===== src/hdl/lfea_pkg.sv =====
// Shared types and constants for the largest-fit extent allocator.
package lfea_pkg;

	localparam int AW = 30;

	typedef enum logic [1:0] {
		KIND_ALLOC = 2'd0,
		KIND_FREE  = 2'd1,
		KIND_GROW  = 2'd2,
		KIND_NONE  = 2'd3
	} kind_t;

	typedef enum logic [1:0] {
		STAT_OK      = 2'd0,
		STAT_NOSPACE = 2'd1,
		STAT_FULL    = 2'd2,
		STAT_UNKNOWN = 2'd3
	} stat_t;

	typedef enum logic [2:0] {
		CELL_HOLD,
		CELL_ROT,
		CELL_WRITE,
		CELL_INSERT,
		CELL_REMOVE
	} cell_op_t;

	typedef enum logic [2:0] {
		S_IDLE,
		S_SLOT,
		S_FIND,
		S_SCAN,
		S_EVAL,
		S_APPLY2,
		S_DONE
	} state_t;

	typedef struct packed {
		logic [AW-1:0] start;
		logic [AW-1:0] len;
	} ext_t;

	typedef struct packed {
		cell_op_t op;
		ext_t     val;
	} cell_cmd_t;

	localparam logic [AW-1:0] HDR_BYTES  = 30'd16;
	localparam logic [AW:0]   MIN_EXTENT = 31'd24;

endpackage


===== src/hdl/lfea_cell.sv =====
// One free-extent cell of the sorted extent chain.
module lfea_cell
	import lfea_pkg::*;
#(
	parameter int              IW      = 6,
	parameter int              K       = 0,
	parameter logic [AW-1:0]   RST_LEN = '0
) (
	input  logic          clk,
	input  logic          arst_n,
	input  cell_cmd_t     cmd,
	input  logic [IW-1:0] idx,
	input  ext_t          left,
	input  ext_t          right,
	output ext_t          ext
);

	localparam logic [IW-1:0] MY_IDX = IW'(K);

	ext_t ext_q;

	// shift, rotate or overwrite per the broadcast command
	always_ff @(posedge clk or negedge arst_n) begin
		if (!arst_n) begin
			ext_q.start <= '0;
			ext_q.len   <= RST_LEN;
		end else begin
			case (cmd.op)
				CELL_ROT: ext_q <= right;
				CELL_WRITE: begin
					if (MY_IDX == idx) ext_q <= cmd.val;
				end
				CELL_INSERT: begin
					if (MY_IDX > idx) ext_q <= left;
					else if (MY_IDX == idx) ext_q <= cmd.val;
				end
				CELL_REMOVE: begin
					if (MY_IDX >= idx) ext_q <= right;
				end
				default: ext_q <= ext_q;
			endcase
		end
	end

	assign ext = ext_q;

endmodule


===== config.mk =====
export PLATFORM = sky130hd
export DESIGN_NAME = lfea_cell
export DESIGN_NICKNAME = d
export VERILOG_FILES = /design/src/hdl/lfea_pkg.sv /design/src/hdl/lfea_cell.sv
export SDC_FILE = /design/constraint.sdc
export NUM_CORES = 1
export LEC_CHECK = 0
export ABC_AREA = 1
export BUFFER_PORTS_ARGS = -buffer_cell sky130_fd_sc_hd__buf_2
export CAP_MARGIN = 20
export CORE_AREA = 8 8 114 116
export CTS_CLUSTER_SIZE = 12
export DETAILED_ROUTE_END_ITERATION = 7
export DIE_AREA = 0 0 122 124
export HOLD_SLACK_MARGIN = 0.02
export PLACE_DENSITY = 0.69
export SLEW_MARGIN = 20
export SYNTH_ARGS = -nofsm -noshare
export SYNTH_HDL_FRONTEND = slang
export SYNTH_SLANG_ARGS = --single-unit

===== constraint.sdc =====
create_clock -name clk -period 1 [get_ports clk]
set_clock_uncertainty 0.05 [all_clocks]
set_input_delay 0.1 -clock clk [delete_from_list [all_inputs] [get_ports clk]]
set_output_delay 0.1 -clock clk [all_outputs]
set_load 0.01 [all_outputs]

# Yosys cells after proc, flatten, opt, wreduce, memory -nomap -nowiden
# Index checks and enable logic that the tools add are counted.
totals:
  out_inout_bits: 60
  regBits: 60
  wordCells: 16
  inputBits: 191
op_classes:
  n_lt_le_gt_ge: 2
  mux: 4
  reduce_logical: 3
  n_eq_ne: 5
op_table:
  columns: ["cell", "count"]
  rows:
  - ["$pmux 60 s4", 1]
  - ["$mux 60", 3]
  - ["$eq 3x2->1 const B", 2]
  - ["$ge 1x6->1 const A", 1]
  - ["$gt 1x6->1 const A", 1]
  - ["$logic_not 6->1", 1]
  - ["$reduce_bool 4->1", 1]
  - ["$eq 3x1->1 const B", 1]
  - ["$eq 3x3->1 const B", 1]
  - ["$ne 2x2->1 const B", 1]
  - ["$reduce_and 2->1", 1]

# Depth between registers and ports, before layout
depth:
  word_depth: 4
  depth_mapped: 8
  mapped_depth_nobuf: 7

# Least setup slack after synthesis
# Ideal clock, no wire load.
synth_timing:
  kind: "input to register"
  from: "input cmd[62] (netlist bit)"
  to: "register ext_q (netlist bit ext[0])"
  stages: 8
  setup_time_ns: 0.122
  arrival_time_ns: 0.872
  n_path_buf: 2
  required_ns: 0.828
  path_slack_ns: -0.043
  cell_sequence: "inv_2 nand2_1 inv_2 buf_4 clkbuf_1 nor2_1 nor2_1 a21oi_1"
synth_via:
  elab_chain_cells: 3
  elab_cells_between_ends: 8
  classes_between: "eq/ne: 5; mux: 1; reduce/logical: 2"
synth_rtl:
  columns: ["item", "line_no", "source"]
  rows:
  - ["from (decl)", "lfea_cell.sv:11", "input cell_cmd_t cmd,"]
  - ["$eq 3x3->1 (tied with other cells)", "lfea_cell.sv:28", "case (cmd.op)"]
  - ["$reduce_bool 4->1 (no line) or $ne 2x2->1 (tied branches)", null, null]
  - ["$reduce_and 2->1 (no line)", null, null]
  - ["to (signal assigned)", "lfea_cell.sv:29", "CELL_ROT: ext_q <= right;"]
  - ["to (signal assigned)", "lfea_cell.sv:31", "if (MY_IDX == idx) ext_q <= cmd.val;"]
  - ["to (signal assigned)", "lfea_cell.sv:34", "if (MY_IDX > idx) ext_q <= left;"]
  - ["to (decl)", "lfea_cell.sv:20", "ext_t ext_q;"]
# Several ways; a longest one is shown, not always the timed one.
# A chain may end at the register's enable or synchronous reset.

# Worst setup path after layout
layout_timing:
  from: "register ext_q (netlist bit ext[39])"
  to: "output ext[39] (netlist bit)"
layout_rtl:
  columns: ["item", "line_no", "source"]
  rows:
  - ["to (decl)", "lfea_cell.sv:15", "output ext_t ext"]
# No word-level cell between the ends.

==> results.tsv <==
stage	metric	value	unit
outcome	status	finished, violations left	
outcome	failing checks	setup timing	
timing	Max Slew Vio Count	0	
placement	Port Buffers	190	
finish	max reg flops	60	
finish	P&R area growth vs syn	53.3	%
clock_network	clock root cell	clkbuf_16	
min_path	Hold Crit Depth	5	
routing	Vias per Instance	4.79	
floorplanning	Die Ht	124	µm
critical_path	R2R depth	5	
timing	Fin. Hold Viols	0	
finish	most frequent cells in the layout	inv_1 (180), nor2_1 (169), buf_2 (160), nand2_1 (61)	
finish	Final #Nets	1148	
clock_network	worst-case clock buffer depth	2	
timing	measured slew at the worst slew-check pin	0.360	ns
floorplanning	I/O pin count	251	
timing	Tcrit/Tclk final	1.01	
synth	average instance area after synthesis	6.03	µm²
routing	wirelength, routed	15700	µm
timing	final setup fails	20	
critical_path	CP Buf/Inv Count	1	
routing	DR vias	5284	
timing	min cycle time layout	1.01	ns
clock_network	H-tree depth	3	
power	power per cell area	1420	nW/µm²
synth	Mapped Cells	725	
routing	first drt pass iteration count	5	
placement	placer's final routability congestion estimate	0.809	
timing	worst hold slack	0.0846	ns
critical_path	Crit Path Max Fanout	3	
synth	Synth Warn #	0	
clock_network	clk sink count	60	
timing	Fmax	989	MHz
timing	RSZ-0062 raised after global routing	true	
clock_network	Clk Latency, worst-skew pair	0.32	ns
routing	DR WL/cell	14.2	µm
floorplanning	Core Area	11200	µm²
power	peak supply drop	0.000716	V
global_route	Overall Global Routing Usage	0.197	
min_path	Hold Crit Class	in -> reg	
routing	Routed Antenna Nets	0	
critical_path	Reg2Reg Setup Slack	0.04	ns
floorplanning	DIE AREA	15100	µm²
critical_path	Worst setup SP type	register	
clock_network	CTS tree	done	
global_route	grt ovf	0	
min_path	hold wc startpoint	right[3]	
floorplanning	Row Count	39	
critical_path	CP top delay family	flip-flops	
timing	PnR worst setup slack	-0.0114	ns
routing	# DRC	0	
power	Leakage	3.85	nW
critical_path	CP max-delay cell	dfrtp_1	
finish	filler instances	1097	
critical_path	FF-to-FF Start	ext[32]	
routing	starting DRC count in detailed routing	386	
critical_path	Setup CP Type	reg -> out	
critical_path	Crit path required time	0.85	ns
global_route	largest net degree at the start of global routing	61	
floorplanning	Die X	122	µm
clock_network	CTS Buf Count	9	
clock_network	CTS clk-pin slew, worst paths	0.05	ns
critical_path	Crit path largest cell delay	0.41	ns
placement	placed insts	1034	
finish	Util after Layout	0.600	
floorplanning	Starting Density	0.391	
min_path	Hold Crit Endpoint	ext[3]	
synth	sequential share of the synthesized area	0.343	
placement	Final HPWL DP	10200	µm
timing	setup TNS	-0.111	ns
run	Max-Cap Viols	0	
finish	share of cells above drive strength 1	0.334	
critical_path	cells along the critical path	buf_6	
finish	commonest non-fill, non-tap cell in the layout	inv_1	
global_route	first-pass GRT wire length	24500	µm
synth	Synthesized Nets	916	
critical_path	crit path DAT	0.86	ns
global_route	initial antenna violation count	0	
timing	Slew headroom	0.760	
global_route	number of global-route vias before repair	5127	
critical_path	Setup crit end kind	output port	
critical_path	Crit Reg-Reg Endpoint	ext[32]	
synth	post-synth cell types	17	
synth	Synth Register Bits	60	
synth	Mapped Area	4370	µm²
finish	# diodes	0	
finish	non-filler cells, final	1103	
==> through the flow <==
step / instance area, µm² / setup slack, ns / total power, mW
3_3_place_gp: 5660 / -0.239 / 5.81
4_1_cts: 6330 / -0.0335 / 9.19
5_1_grt: 6700 / -0.0551 / 10.1
6_report: 6700 / -0.0114 / 9.52
3_5_place_dp: 5660 / -0.287 / 5.86
2_1_floorplan: 4420 / -0.0145 / 4.66
==> power breakdown <==
part / leakage, nW / switching (mW) / total, mW / internal, mW
combinational: 3.05 / 1.78 / 3.61 / 1.83
sequential: 0.668 / 0.297 / 3.15 / 2.85
clock: 0.131 / 1.06 / 2.76 / 1.70
==> what timing repair did <==
| item | CTS | global route |
|---|---|---|
| pin swaps | 0 | 9 |
| resized for setup | 13 | 55 |
| hold buffers | 1 | 0 |
| endpoints found under the setup margin | 60 | 101 |
| buffers inserted | 43 | 8 |
| cloned | 0 | 3 |
| endpoints found under the hold margin | 60 | 0 |
==> layout make-up <==
type | count | area [µm²] | share of cell area
multi-input combinational | 433 | 2100 | 0.313
tap | 143 | 179 | 0.0267
clock buffer | 11 | 243 | 0.0362
timing repair buffer | 270 | 1980 | 0.295
clock inverter | 3 | 15.0 | 0.00224
inverter | 183 | 688 | 0.103
sequential | 60 | 1500 | 0.224
==> cells in the mapped netlist <==
cell type / number / area [µm²]
dfrtp_1: 60 / 1500
clkinv_1: 1 / 3.75
o21ai_4: 1 / 16.3
nand3_4: 1 / 17.5
nand2_1: 64 / 240
nand3_1: 61 / 305
nor2_4: 3 / 33.8
nand3b_1: 1 / 7.51
buf_4: 1 / 7.51
inv_1: 180 / 676
nand4_1: 60 / 375
inv_2: 2 / 7.51
nor2_1: 181 / 679
a21oi_1: 60 / 300
o21ai_1: 1 / 5.00
buf_2: 12 / 60.1
clkbuf_1: 36 / 135
==> how the worst max path moves through the flow <==
stage	depth (start not counted)	startpoint	end	slack [ns]
2_1_floorplan	6	idx[1]	ext[0]	-0.01
3_5_place_dp	9	cmd[61]	ext[53]	-0.29
5_1_grt	8	idx[5]	ext[33]	-0.06
4_1_cts	1	ext[59]	ext[59]	-0.03
6_report	1	ext[39]	ext[39]	-0.01
3_3_place_gp	8	idx[5]	ext[1]	-0.24
==> cells by family after synthesis <==
| kind of cell | share of synthesized area |
|---|---|
| buffers and inverters | 0.203 |
| DFF | 0.343 |
| and+or+nand+nor | 0.380 |
| AOI/OAI and AO/OA | 0.0736 |
==> per-layer routing <==
layer  global-route usage  share of wire  up-vias  wire (µm)
met4               0.0378         0.0034        0         53
met3               0.0576          0.090        6       1410
met1                0.260           0.45     2392       7120
li1                     -              -     2664          -
met5                    0              0        -          0
met2                0.316           0.45      222       7080
No activity file was read; power rests on OpenSTA's default activity.
